### src/hw/rtl/bmff_pkg.sv
// Shared types and constants of the box scanner.
`timescale 1ns / 1ps
`default_nettype none

package bmff_pkg;

    localparam int BYTE_W        = 8;
    localparam int WORD_W        = 32;
    localparam int BOX_IDX_W     = 7;
    localparam int HBC_W         = 4;
    localparam int HLEN_W        = 5;
    localparam int PADDR_W       = 2;
    localparam int RES_FIFO_DEPTH = 4;

    localparam logic [PADDR_W-1:0] ADDR_STREAM_LENGTH = 2'd0;
    localparam logic [WORD_W-1:0]  STREAM_LEN_RESET   = 32'd1;

    localparam logic KIND_BOX = 1'b0;
    localparam logic KIND_END = 1'b1;

    localparam logic STATUS_OK        = 1'b0;
    localparam logic STATUS_TRUNCATED = 1'b1;

    localparam logic [HLEN_W-1:0] HDR_LEN_STD = 5'd8;
    localparam logic [HLEN_W-1:0] HDR_LEN_EXT = 5'd16;

    localparam logic [HBC_W-1:0] HBC_TYPE_FIRST = 4'd4;
    localparam logic [HBC_W-1:0] HBC_TYPE_LAST  = 4'd7;
    localparam logic [HBC_W-1:0] HBC_STD_DONE   = 4'd8;
    localparam logic [HBC_W-1:0] HBC_EXT_DONE   = 4'd0;

    localparam logic [WORD_W-1:0] SIZE_EXTENDED = 32'd1;
    localparam logic [WORD_W-1:0] SIZE_TO_END   = 32'd0;

    typedef enum logic [1:0] {
        PH_HEADER = 2'd0,
        PH_BODY   = 2'd1,
        PH_STOP   = 2'd2
    } t_phase;

    typedef struct packed {
        logic                 kind;
        logic [BOX_IDX_W-1:0] box_index;
        logic [WORD_W-1:0]    box_type;
        logic [WORD_W-1:0]    box_len;
        logic                 status;
        logic                 last_result;
    } t_res;

    typedef struct packed {
        logic rec_vld;
        logic sts_vld;
        t_res rec;
        t_res sts;
    } t_push;

endpackage

`default_nettype wire

### src/hw/rtl/bmff_byte_if.sv
// Byte input channel of the box scanner.
`timescale 1ns / 1ps
`default_nettype none

interface bmff_byte_if import bmff_pkg::*; ();
    logic              valid;
    logic              ready;
    logic [BYTE_W-1:0] data_byte;

    modport source (output valid, output data_byte, input ready);
    modport sink   (input valid, input data_byte, output ready);
endinterface

`default_nettype wire

### src/hw/rtl/bmff_rec_if.sv
// Result channel of the box scanner.
`timescale 1ns / 1ps
`default_nettype none

interface bmff_rec_if import bmff_pkg::*; ();
    logic                 valid;
    logic                 ready;
    logic                 kind;
    logic [BOX_IDX_W-1:0] box_index;
    logic [WORD_W-1:0]    box_type;
    logic [WORD_W-1:0]    box_len;
    logic                 status;
    logic                 last_result;

    modport source (output valid, output kind, output box_index, output box_type,
                    output box_len, output status, output last_result, input ready);
    modport sink   (input valid, input kind, input box_index, input box_type,
                    input box_len, input status, input last_result, output ready);
endinterface

`default_nettype wire

### src/hw/rtl/bmff_parse.sv
// Box header parser: per-byte state update and result generation.
`timescale 1ns / 1ps
`default_nettype none

module bmff_parse import bmff_pkg::*; #(
    parameter int MAX_BOXES = 64
) (
    input  wire logic              i_clk,
    input  wire logic              i_rst_n,
    input  wire logic              i_acc,
    input  wire logic [BYTE_W-1:0] i_data_byte,
    input  wire logic [WORD_W-1:0] i_stream_len,
    output t_push                  o_push
);

    localparam int CNT_W = $clog2(MAX_BOXES + 1);

    t_phase              r_phase,     n_phase;
    logic [WORD_W-1:0]   r_byte_pos,  n_byte_pos;
    logic [HBC_W-1:0]    r_hbc,       n_hbc;
    logic [2*WORD_W-1:0] r_size_sh,   n_size_sh;
    logic [WORD_W-1:0]   r_type_sh,   n_type_sh;
    logic [WORD_W-1:0]   r_body_rem,  n_body_rem;
    logic [CNT_W-1:0]    r_box_count, n_box_count;
    logic                r_err,       n_err;
    logic [WORD_W-1:0]   r_hstart,    n_hstart;

    logic                w_last;
    logic [WORD_W-1:0]   w_hs;
    logic [WORD_W-1:0]   w_rem;
    logic [2*WORD_W-1:0] w_size_base;
    logic [WORD_W-1:0]   w_type_base;
    logic [HBC_W-1:0]    w_hbc_inc;
    logic                w_check;
    logic [2*WORD_W-1:0] w_sz;
    logic [HLEN_W-1:0]   w_hlen;
    logic [WORD_W-1:0]   w_body;

    assign w_last = ({1'b0, r_byte_pos} + 33'd1) >= {1'b0, i_stream_len};
    assign w_hs   = (r_hbc == '0) ? r_byte_pos : r_hstart;
    assign w_rem  = (i_stream_len > w_hs) ? (i_stream_len - w_hs) : '0;

    always_comb begin
        n_phase     = r_phase;
        n_byte_pos  = r_byte_pos;
        n_hbc       = r_hbc;
        n_size_sh   = r_size_sh;
        n_type_sh   = r_type_sh;
        n_body_rem  = r_body_rem;
        n_box_count = r_box_count;
        n_err       = r_err;
        n_hstart    = r_hstart;
        w_size_base = (r_hbc == '0) ? '0 : r_size_sh;
        w_type_base = (r_hbc == '0) ? '0 : r_type_sh;
        w_hbc_inc   = r_hbc + HBC_W'(1);
        w_check     = 1'b0;
        w_sz        = '0;
        w_hlen      = '0;
        w_body      = '0;
        o_push      = '0;

        if (i_acc) begin
            case (r_phase)
                PH_HEADER: begin
                    n_hstart = w_hs;
                    if (r_hbc == '0 &&
                        (r_box_count >= CNT_W'(MAX_BOXES) || w_rem < WORD_W'(HDR_LEN_STD))) begin
                        n_phase = PH_STOP;
                    end else begin
                        if (r_hbc inside {[HBC_TYPE_FIRST:HBC_TYPE_LAST]}) begin
                            n_type_sh = {w_type_base[WORD_W-BYTE_W-1:0], i_data_byte};
                            n_size_sh = w_size_base;
                        end else begin
                            n_size_sh = {w_size_base[2*WORD_W-BYTE_W-1:0], i_data_byte};
                            n_type_sh = w_type_base;
                        end
                        n_hbc = w_hbc_inc;
                        if (w_hbc_inc == HBC_STD_DONE) begin
                            if (n_size_sh[WORD_W-1:0] == SIZE_EXTENDED) begin
                                if (w_rem < WORD_W'(HDR_LEN_EXT)) begin
                                    n_err   = 1'b1;
                                    n_phase = PH_STOP;
                                end
                            end else begin
                                w_hlen  = HDR_LEN_STD;
                                w_sz    = (n_size_sh[WORD_W-1:0] == SIZE_TO_END) ?
                                          {{WORD_W{1'b0}}, w_rem} :
                                          {{WORD_W{1'b0}}, n_size_sh[WORD_W-1:0]};
                                w_check = 1'b1;
                            end
                        end else if (w_hbc_inc == HBC_EXT_DONE) begin
                            w_hlen  = HDR_LEN_EXT;
                            w_sz    = n_size_sh;
                            w_check = 1'b1;
                        end
                        if (w_check) begin
                            if (w_sz < (2*WORD_W)'(w_hlen) ||
                                w_sz > {{WORD_W{1'b0}}, w_rem}) begin
                                n_err   = 1'b1;
                                n_phase = PH_STOP;
                            end else begin
                                o_push.rec_vld          = 1'b1;
                                o_push.rec.kind         = KIND_BOX;
                                o_push.rec.box_index    = BOX_IDX_W'(r_box_count);
                                o_push.rec.box_type     = n_type_sh;
                                o_push.rec.box_len      = w_sz[WORD_W-1:0];
                                o_push.rec.status       = STATUS_OK;
                                o_push.rec.last_result  = !w_last;
                                n_box_count = r_box_count + CNT_W'(1);
                                w_body      = w_sz[WORD_W-1:0] - WORD_W'(w_hlen);
                                n_body_rem  = w_body;
                                n_hbc       = '0;
                                n_phase     = (w_body != '0) ? PH_BODY : PH_HEADER;
                            end
                        end
                    end
                end
                PH_BODY: begin
                    if (r_body_rem != '0) begin
                        n_body_rem = r_body_rem - WORD_W'(1);
                    end
                    if (n_body_rem == '0) begin
                        n_phase = PH_HEADER;
                    end
                end
                default: begin
                end
            endcase

            n_byte_pos = r_byte_pos + WORD_W'(1);

            if (w_last) begin
                o_push.sts_vld          = 1'b1;
                o_push.sts.kind         = KIND_END;
                o_push.sts.box_index    = BOX_IDX_W'(n_box_count);
                o_push.sts.box_type     = '0;
                o_push.sts.box_len      = '0;
                o_push.sts.status       = n_err ? STATUS_TRUNCATED : STATUS_OK;
                o_push.sts.last_result  = 1'b1;
                n_phase     = PH_HEADER;
                n_byte_pos  = '0;
                n_hbc       = '0;
                n_size_sh   = '0;
                n_type_sh   = '0;
                n_body_rem  = '0;
                n_box_count = '0;
                n_err       = 1'b0;
                n_hstart    = '0;
            end
        end
    end

    always_ff @(posedge i_clk) begin
        if (!i_rst_n) begin
            r_phase     <= PH_HEADER;
            r_byte_pos  <= '0;
            r_hbc       <= '0;
            r_size_sh   <= '0;
            r_type_sh   <= '0;
            r_body_rem  <= '0;
            r_box_count <= '0;
            r_err       <= 1'b0;
            r_hstart    <= '0;
        end else begin
            r_phase     <= n_phase;
            r_byte_pos  <= n_byte_pos;
            r_hbc       <= n_hbc;
            r_size_sh   <= n_size_sh;
            r_type_sh   <= n_type_sh;
            r_body_rem  <= n_body_rem;
            r_box_count <= n_box_count;
            r_err       <= n_err;
            r_hstart    <= n_hstart;
        end
    end

    a_last_clears: assert property (@(posedge i_clk) disable iff (!i_rst_n)
        i_acc && w_last |=> (r_byte_pos == '0) && (r_box_count == '0) && !r_err)
        else $error("state not cleared after last byte");

    a_pos_steps: assert property (@(posedge i_clk) disable iff (!i_rst_n)
        i_acc && !w_last |=> r_byte_pos == $past(r_byte_pos) + WORD_W'(1))
        else $error("byte position did not advance");

    a_body_nonzero: assert property (@(posedge i_clk) disable iff (!i_rst_n)
        r_phase == PH_BODY |-> r_body_rem != '0)
        else $error("body phase with nothing left to skip");

    a_count_limit: assert property (@(posedge i_clk) disable iff (!i_rst_n)
        r_box_count <= CNT_W'(MAX_BOXES))
        else $error("box count beyond limit");

endmodule

`default_nettype wire

### src/hw/rtl/bmff_res_fifo.sv
// Result queue: takes up to two results per cycle, releases one per transfer.
`timescale 1ns / 1ps
`default_nettype none

module bmff_res_fifo import bmff_pkg::*; (
    input  wire logic  i_clk,
    input  wire logic  i_rst_n,
    input  wire t_push i_push,
    input  wire logic  i_pop,
    output logic       o_space,
    output logic       o_valid,
    output t_res       o_head
);

    localparam int PTR_W = $clog2(RES_FIFO_DEPTH);
    localparam int CNT_W = $clog2(RES_FIFO_DEPTH + 1);

    t_res             r_mem [RES_FIFO_DEPTH];
    logic [PTR_W-1:0] r_wp,  n_wp;
    logic [PTR_W-1:0] r_rp,  n_rp;
    logic [CNT_W-1:0] r_cnt, n_cnt;

    logic [CNT_W-1:0] w_n_push;
    logic             w_pop;
    logic [PTR_W-1:0] w_wp1;

    assign w_n_push = CNT_W'(i_push.rec_vld) + CNT_W'(i_push.sts_vld);
    assign w_pop    = i_pop && (r_cnt != '0);
    assign w_wp1    = r_wp + PTR_W'(1);

    assign o_valid  = r_cnt != '0;
    assign o_head   = r_mem[r_rp];
    assign o_space  = r_cnt <= CNT_W'(RES_FIFO_DEPTH - 2);

    always_comb begin
        n_wp  = r_wp + PTR_W'(w_n_push);
        n_rp  = r_rp + PTR_W'(w_pop);
        n_cnt = r_cnt + w_n_push - CNT_W'(w_pop);
    end

    always_ff @(posedge i_clk) begin
        if (i_push.rec_vld) begin
            r_mem[r_wp] <= i_push.rec;
        end
        if (i_push.sts_vld) begin
            r_mem[i_push.rec_vld ? w_wp1 : r_wp] <= i_push.sts;
        end
    end

    always_ff @(posedge i_clk) begin
        if (!i_rst_n) begin
            r_wp  <= '0;
            r_rp  <= '0;
            r_cnt <= '0;
        end else begin
            r_wp  <= n_wp;
            r_rp  <= n_rp;
            r_cnt <= n_cnt;
        end
    end

    a_no_overflow: assert property (@(posedge i_clk) disable iff (!i_rst_n)
        r_cnt <= CNT_W'(RES_FIFO_DEPTH))
        else $error("result queue overflow");

endmodule

`default_nettype wire

### src/hw/rtl/bmff_box_scanner.sv
// Top level of the box scanner: configuration register, parser and result queue.
`timescale 1ns / 1ps
`default_nettype none

// Scans the top-level boxes of an ISO base media file streamed in one byte per
// transfer; stream_length (offset 0) gives the file length and must be set
// while the block is idle. Each accepted box header yields a record with its
// ordinal, type and size; the last byte of the file yields an end status
// (ok or truncated) after any record of the same byte, and the scanner then
// starts over for the next file. A byte is taken every cycle while the queue
// has room: the parser updates its state in the cycle of the transfer and its
// results are registered in a four-entry queue. A byte that both ends a
// header and ends the file makes two results; input holds off only while the
// queue has fewer than two free entries, i.e. when the output side stalls.
module bmff_box_scanner import bmff_pkg::*; #(
    parameter int MAX_BOXES = 64
) (
    input  wire logic               i_clk,
    input  wire logic               i_rst_n,
    bmff_byte_if.sink               i_byte,
    bmff_rec_if.source              o_rec,
    input  wire logic               psel,
    input  wire logic               penable,
    input  wire logic               pwrite,
    input  wire logic [PADDR_W-1:0] paddr,
    input  wire logic [WORD_W-1:0]  pwdata,
    output logic      [WORD_W-1:0]  prdata,
    output logic                    pready
);

    logic [WORD_W-1:0] r_stream_len, n_stream_len;
    logic              w_space;
    logic              w_acc;
    logic              w_valid;
    t_push             w_push;
    t_res              w_head;

    assign pready = 1'b1;
    assign prdata = (paddr == ADDR_STREAM_LENGTH) ? r_stream_len : '0;

    always_comb begin
        n_stream_len = r_stream_len;
        if (psel && penable && pwrite && paddr == ADDR_STREAM_LENGTH) begin
            n_stream_len = pwdata;
        end
    end

    always_ff @(posedge i_clk) begin
        if (!i_rst_n) begin
            r_stream_len <= STREAM_LEN_RESET;
        end else begin
            r_stream_len <= n_stream_len;
        end
    end

    assign i_byte.ready = w_space;
    assign w_acc        = i_byte.valid && w_space;

    bmff_parse #(
        .MAX_BOXES (MAX_BOXES)
    ) u_parse (
        .i_clk       (i_clk),
        .i_rst_n     (i_rst_n),
        .i_acc       (w_acc),
        .i_data_byte (i_byte.data_byte),
        .i_stream_len(r_stream_len),
        .o_push      (w_push)
    );

    bmff_res_fifo u_fifo (
        .i_clk  (i_clk),
        .i_rst_n(i_rst_n),
        .i_push (w_push),
        .i_pop  (o_rec.ready),
        .o_space(w_space),
        .o_valid(w_valid),
        .o_head (w_head)
    );

    assign o_rec.valid       = w_valid;
    assign o_rec.kind        = w_head.kind;
    assign o_rec.box_index   = w_head.box_index;
    assign o_rec.box_type    = w_head.box_type;
    assign o_rec.box_len     = w_head.box_len;
    assign o_rec.status      = w_head.status;
    assign o_rec.last_result = w_head.last_result;

endmodule

`default_nettype wire
### src/flat_wrapper.sv
// flat-port wrapper written by rule: the top's interface ports become plain ports
module bmff_box_scanner_flat import bmff_pkg::*;
#(
    parameter int MAX_BOXES = 64
)
  (i_clk, i_rst_n, psel, penable, pwrite, paddr, pwdata, prdata, pready, i_byte_valid, i_byte_data_byte, i_byte_ready, o_rec_valid, o_rec_kind, o_rec_box_index, o_rec_box_type, o_rec_box_len, o_rec_status, o_rec_last_result, o_rec_ready);
  bmff_byte_if i_byte_i ();
  bmff_rec_if o_rec_i ();
  input  wire logic i_clk;
  input  wire logic i_rst_n;
  input  wire logic psel;
  input  wire logic penable;
  input  wire logic pwrite;
  input  wire logic [PADDR_W-1:0] paddr;
  input  wire logic [WORD_W-1:0] pwdata;
  output logic      [WORD_W-1:0] prdata;
  output logic pready;
  input wire logic [$bits(i_byte_i.valid)-1:0] i_byte_valid;
  input wire logic [$bits(i_byte_i.data_byte)-1:0] i_byte_data_byte;
  output wire logic [$bits(i_byte_i.ready)-1:0] i_byte_ready;
  output wire logic [$bits(o_rec_i.valid)-1:0] o_rec_valid;
  output wire logic [$bits(o_rec_i.kind)-1:0] o_rec_kind;
  output wire logic [$bits(o_rec_i.box_index)-1:0] o_rec_box_index;
  output wire logic [$bits(o_rec_i.box_type)-1:0] o_rec_box_type;
  output wire logic [$bits(o_rec_i.box_len)-1:0] o_rec_box_len;
  output wire logic [$bits(o_rec_i.status)-1:0] o_rec_status;
  output wire logic [$bits(o_rec_i.last_result)-1:0] o_rec_last_result;
  input wire logic [$bits(o_rec_i.ready)-1:0] o_rec_ready;
  assign i_byte_i.valid = i_byte_valid;
  assign i_byte_i.data_byte = i_byte_data_byte;
  assign i_byte_ready = i_byte_i.ready;
  assign o_rec_valid = o_rec_i.valid;
  assign o_rec_kind = o_rec_i.kind;
  assign o_rec_box_index = o_rec_i.box_index;
  assign o_rec_box_type = o_rec_i.box_type;
  assign o_rec_box_len = o_rec_i.box_len;
  assign o_rec_status = o_rec_i.status;
  assign o_rec_last_result = o_rec_i.last_result;
  assign o_rec_i.ready = o_rec_ready;
  bmff_box_scanner #(.MAX_BOXES(MAX_BOXES)) u_core (.i_clk(i_clk), .i_rst_n(i_rst_n), .i_byte(i_byte_i), .o_rec(o_rec_i), .psel(psel), .penable(penable), .pwrite(pwrite), .paddr(paddr), .pwdata(pwdata), .prdata(prdata), .pready(pready));
endmodule
### config.mk
export PLATFORM = sky130hd
export DESIGN_NAME = bmff_box_scanner_flat
export DESIGN_NICKNAME = d
export VERILOG_FILES = /design/src/hw/rtl/bmff_pkg.sv /design/src/hw/rtl/bmff_byte_if.sv /design/src/hw/rtl/bmff_rec_if.sv /design/src/hw/rtl/bmff_parse.sv /design/src/hw/rtl/bmff_res_fifo.sv /design/src/hw/rtl/bmff_box_scanner.sv /design/src/flat_wrapper.sv
export SDC_FILE = /design/constraint.sdc
export NUM_CORES = 2
export LEC_CHECK = 0
export BUFFER_PORTS_ARGS = -buffer_cell sky130_fd_sc_hd__buf_2
export CAP_MARGIN = 20
export CORE_MARGIN = 4
export CORE_UTILIZATION = 25
export CTS_CLUSTER_DIAMETER = 50
export DETAILED_ROUTE_END_ITERATION = 10
export PLACE_DENSITY = 0.46
export SYNTH_ARGS = -nofsm -noshare
export SYNTH_HDL_FRONTEND = slang
export SYNTH_HIERARCHICAL = 1
export SYNTH_SLANG_ARGS = --single-unit
### constraint.sdc
create_clock -name i_clk -period 31 [get_ports i_clk]
set_input_delay 1.55 -clock i_clk [delete_from_list [all_inputs] [get_ports i_clk]]
set_output_delay 1.55 -clock i_clk [all_outputs]
set_load 0.005 [all_outputs]
==> results.txt <==
CTS tree: built
Die Area: 0.141 mm^2
DP HPWL: 74.2 mm
Critical R2R Capture: u_core/u_fifo/r_mem[1][30]
CTS Buf Count: 78
Tightest Pin Transition: 1.01 ns
Max FO, Critical Path: 58
clock sinks: 541
Starting Density: 0.252
grt total ovfl: 0
Final min period: 10.47 ns
filler instances: 14100
Hold Crit Class: reg2reg
EDFF count, synth: 296
outcome: finished, final reports clean
Post-synth ARST share: 0
# resized after CTS: 0
hold_buf cts: 0
core area: 0.134 mm^2
RSZ-0062 raised after global routing: false
GRT Util Overall: 0.150
vias post-DR: 25800
Worst Path Required: 31.29 ns
H-tree depth: 3
fin crit share: 0.338
worst path bufs/invs: 6
chip width: 376 um
synth-to-layout area growth: 14.6%
Worst VDD drop: 0.0000390 V
#FFs+latches synth: 541
Setup Buffers After CTS: 0
Layout Utilization: 0.289
antenna viol nets, final: 0
worst hold path depth: 1
Static Leak: 14.7 nW
Max Clock Freq: 95.5 MHz
DP Area: 0.0359 mm^2
mapped cell area: 0.0338 mm^2
Critical Path Source Type: flip-flop
Worst Min Path Start: u_core/u_parse/r_type_sh[31]
WHS Endpoint: u_core/u_parse/r_type_sh[31]
Seq/Total Area, Yosys: 0.408
Final Hold Fails: 0
Fin Setup TNS: 0 ns
Starting DRT DRC Count: 2066
pin count of the biggest net entering global routing: 76
CP Class: reg2reg
synth warn: 6
Syn Inst Count: 3283
MaxCap Viol Count: 0
Final Instance Area: 0.0387 mm^2
share of layout cells above drive strength 1: 0.195
clk_skew: 0.0623 ns
clk buf depth: 3
Mapped Avg Cell Area: 10.3 um^2
clk_lat worst skew: 0.69 ns
Slowest-stage cell, CP: buf_4
Worst Setup End Kind: flip-flop
Avg WL per Cell: 20.9 um
Slew Limit Headroom: 0.318
DR DRC count: 0
post-synth cell types: 100
Most used DFF post-synth: edfxtp_1
reg2reg setup slack: 20.53 ns
Post-Route WL: 109 mm
global-route wire length before repair: 163 mm
max incr delay on CP: 0.82 ns
die height: 376 um
Vias/cell: 4.96
worst reg-to-reg path cell count: 31
critical path arrival: 10.76 ns
cell row count: 134
CP Depth: 31
Final setup viols: 0
pwr/cell area: 62.6 mW/mm^2
Reg-to-Reg Start: u_core/u_parse/r_hbc[0]
Clock transition at path regs: 0.05 ns
most frequent cells in the layout: 317 x nand2_1, 296 x edfxtp_1, 278 x nor2_1
most common cell after layout, fill and taps aside: nand2_1
initial antenna violation count: 1
vias in the first global route: 25200
max-slew violation count: 0
Ports: 158
nets: 3526
1st-pass router iterations: 5
GP Congestion: 0.922
CP delay by family, top: simple AND/OR/NAND/NOR gates
root buf cell: clkbuf_16
PortBufs: 156
## synthesized netlist by cell type (all sizes together), types with 14 or more instances
| master | count | share of area |
|---|---|---|
| mux2 | 299 | 0.11 |
| mux2i | 95 | 0.028 |
| a21o | 45 | 0.010 |
| buf | 150 | 0.034 |
| and3 | 40 | 0.0076 |
| o21ai | 88 | 0.013 |
| a22o | 74 | 0.019 |
| a21boi | 21 | 0.0050 |
| xor2 | 30 | 0.0078 |
| o22ai | 28 | 0.0052 |
| nand2 | 320 | 0.036 |
| o31ai | 14 | 0.0034 |
| ha | 115 | 0.043 |
| o21a | 16 | 0.0036 |
| nor3 | 61 | 0.0092 |
| edfxtp | 296 | 0.26 |
| and2 | 57 | 0.011 |
| o211ai | 15 | 0.0038 |
| nand3 | 77 | 0.011 |
| o2111ai | 14 | 0.0036 |
| mux4 | 74 | 0.049 |
| nand2b | 20 | 0.0037 |
| xnor2 | 55 | 0.014 |
| a31oi | 19 | 0.0037 |
| nor4 | 32 | 0.0064 |
| a22oi | 27 | 0.0060 |
| dfxtp | 245 | 0.15 |
| inv | 98 | 0.011 |
| a21oi | 215 | 0.032 |
| nor2b | 16 | 0.0030 |
| nand4 | 46 | 0.0085 |
| nor2 | 281 | 0.031 |
| clkbuf | 123 | 0.014 |
## worst max path at each step
stage | startpoint | endpoint | slack [ns]
2_1_floorplan | u_core/u_parse/r_hbc[0] | u_core/u_fifo/r_mem[0][0] | 21.17
6_report | u_core/u_parse/r_hbc[0] | u_core/u_fifo/r_mem[1][30] | 20.53
4_1_cts | u_core/u_parse/r_hbc[0] | u_core/u_fifo/r_mem[1][30] | 20.46
5_1_grt | u_core/u_parse/r_hbc[0] | u_core/u_fifo/r_mem[1][30] | 19.73
3_3_place_gp | u_core/u_parse/r_hbc[0] | u_core/u_fifo/r_mem[1][26] | 20.56
3_5_place_dp | u_core/u_parse/r_hbc[0] | u_core/u_fifo/r_mem[1][5] | 20.50
## worst register-to-register path, delay by kind of cell (launching register included)
family / cells / cell delay [ns]
buffers and inverters: 6 / 2.07
AND/OR/NAND/NOR: 14 / 4.47
AO/OA/AOI/OAI: 6 / 1.56
adder cells (fa/ha/maj): 3 / 0.96
multiplexers: 2 / 0.65
flip-flops: 1 / 0.35
## kinds of logic (layout without fill, tap and decap cells)
family | Yosys count | after routing | synth area share
AO/OA/AOI/OAI | 664 | 664 | 0.132
XOR/XNOR | 85 | 85 | 0.0220
adder cells (fa/ha/maj) | 118 | 118 | 0.0444
buffers and inverters | 371 | 445 | 0.0581
flip-flops | 541 | 541 | 0.408
multiplexers | 468 | 468 | 0.187
other | 2 | 69 | 0.000222
AND/OR/NAND/NOR | 1034 | 1034 | 0.147
## final cells by class
| cell class | count | area [um^2] | area share |
|---|---|---|---|
| sequential | 541 | 13800 | 0.356 |
| inverter | 98 | 369 | 0.00953 |
| tap | 1768 | 2210 | 0.0571 |
| timing repair buffer | 204 | 1140 | 0.0295 |
| clock buffer | 95 | 2050 | 0.0529 |
| antenna | 2 | 5.00 | 0.000129 |
| multi-input combinational | 2436 | 18400 | 0.475 |
| clock inverter | 48 | 754 | 0.0195 |
## metal layers
layer	global-route usage	part of all wire
met5	0	0
met2	0.237	0.45
met3	0.0281	0.054
met4	0.0449	0.029
met1	0.209	0.47
## where the power goes
group          switching (mW)  internal, mW  leakage [nW]  total [mW]
combinational           0.356         0.248          8.88       0.604
sequential             0.0344         0.828          4.52       0.862
clock                   0.361         0.596          1.34       0.957
total                   0.752          1.67          14.7        2.42
## state kept, by name (all words and copies together) (netlist names), 7 cells and up
signal and flops:
u_core/u_parse/r_box_count 7, u_core/u_parse/r_type_sh 32, u_core/r_stream_len 32, u_core/u_parse/r_body_rem 32, u_core/u_parse/r_byte_pos 32, u_core/u_fifo/r_mem 296, u_core/u_parse/r_hstart 32, u_core/u_parse/r_size_sh 64
## stage by stage
step           power (mW)  cells  hold slack [ns]  worst slack, ns
2_1_floorplan        1.27   3348            0.442            21.17
3_3_place_gp         1.49   5047            0.456            20.56
3_5_place_dp         1.49   5047            0.455            20.50
4_1_cts              2.46   5190            0.475            20.46
5_1_grt              2.54   5190            0.483            19.73
6_report             2.42   5192            0.474            20.53
Note: power is estimated with default switching activity, not from simulation.
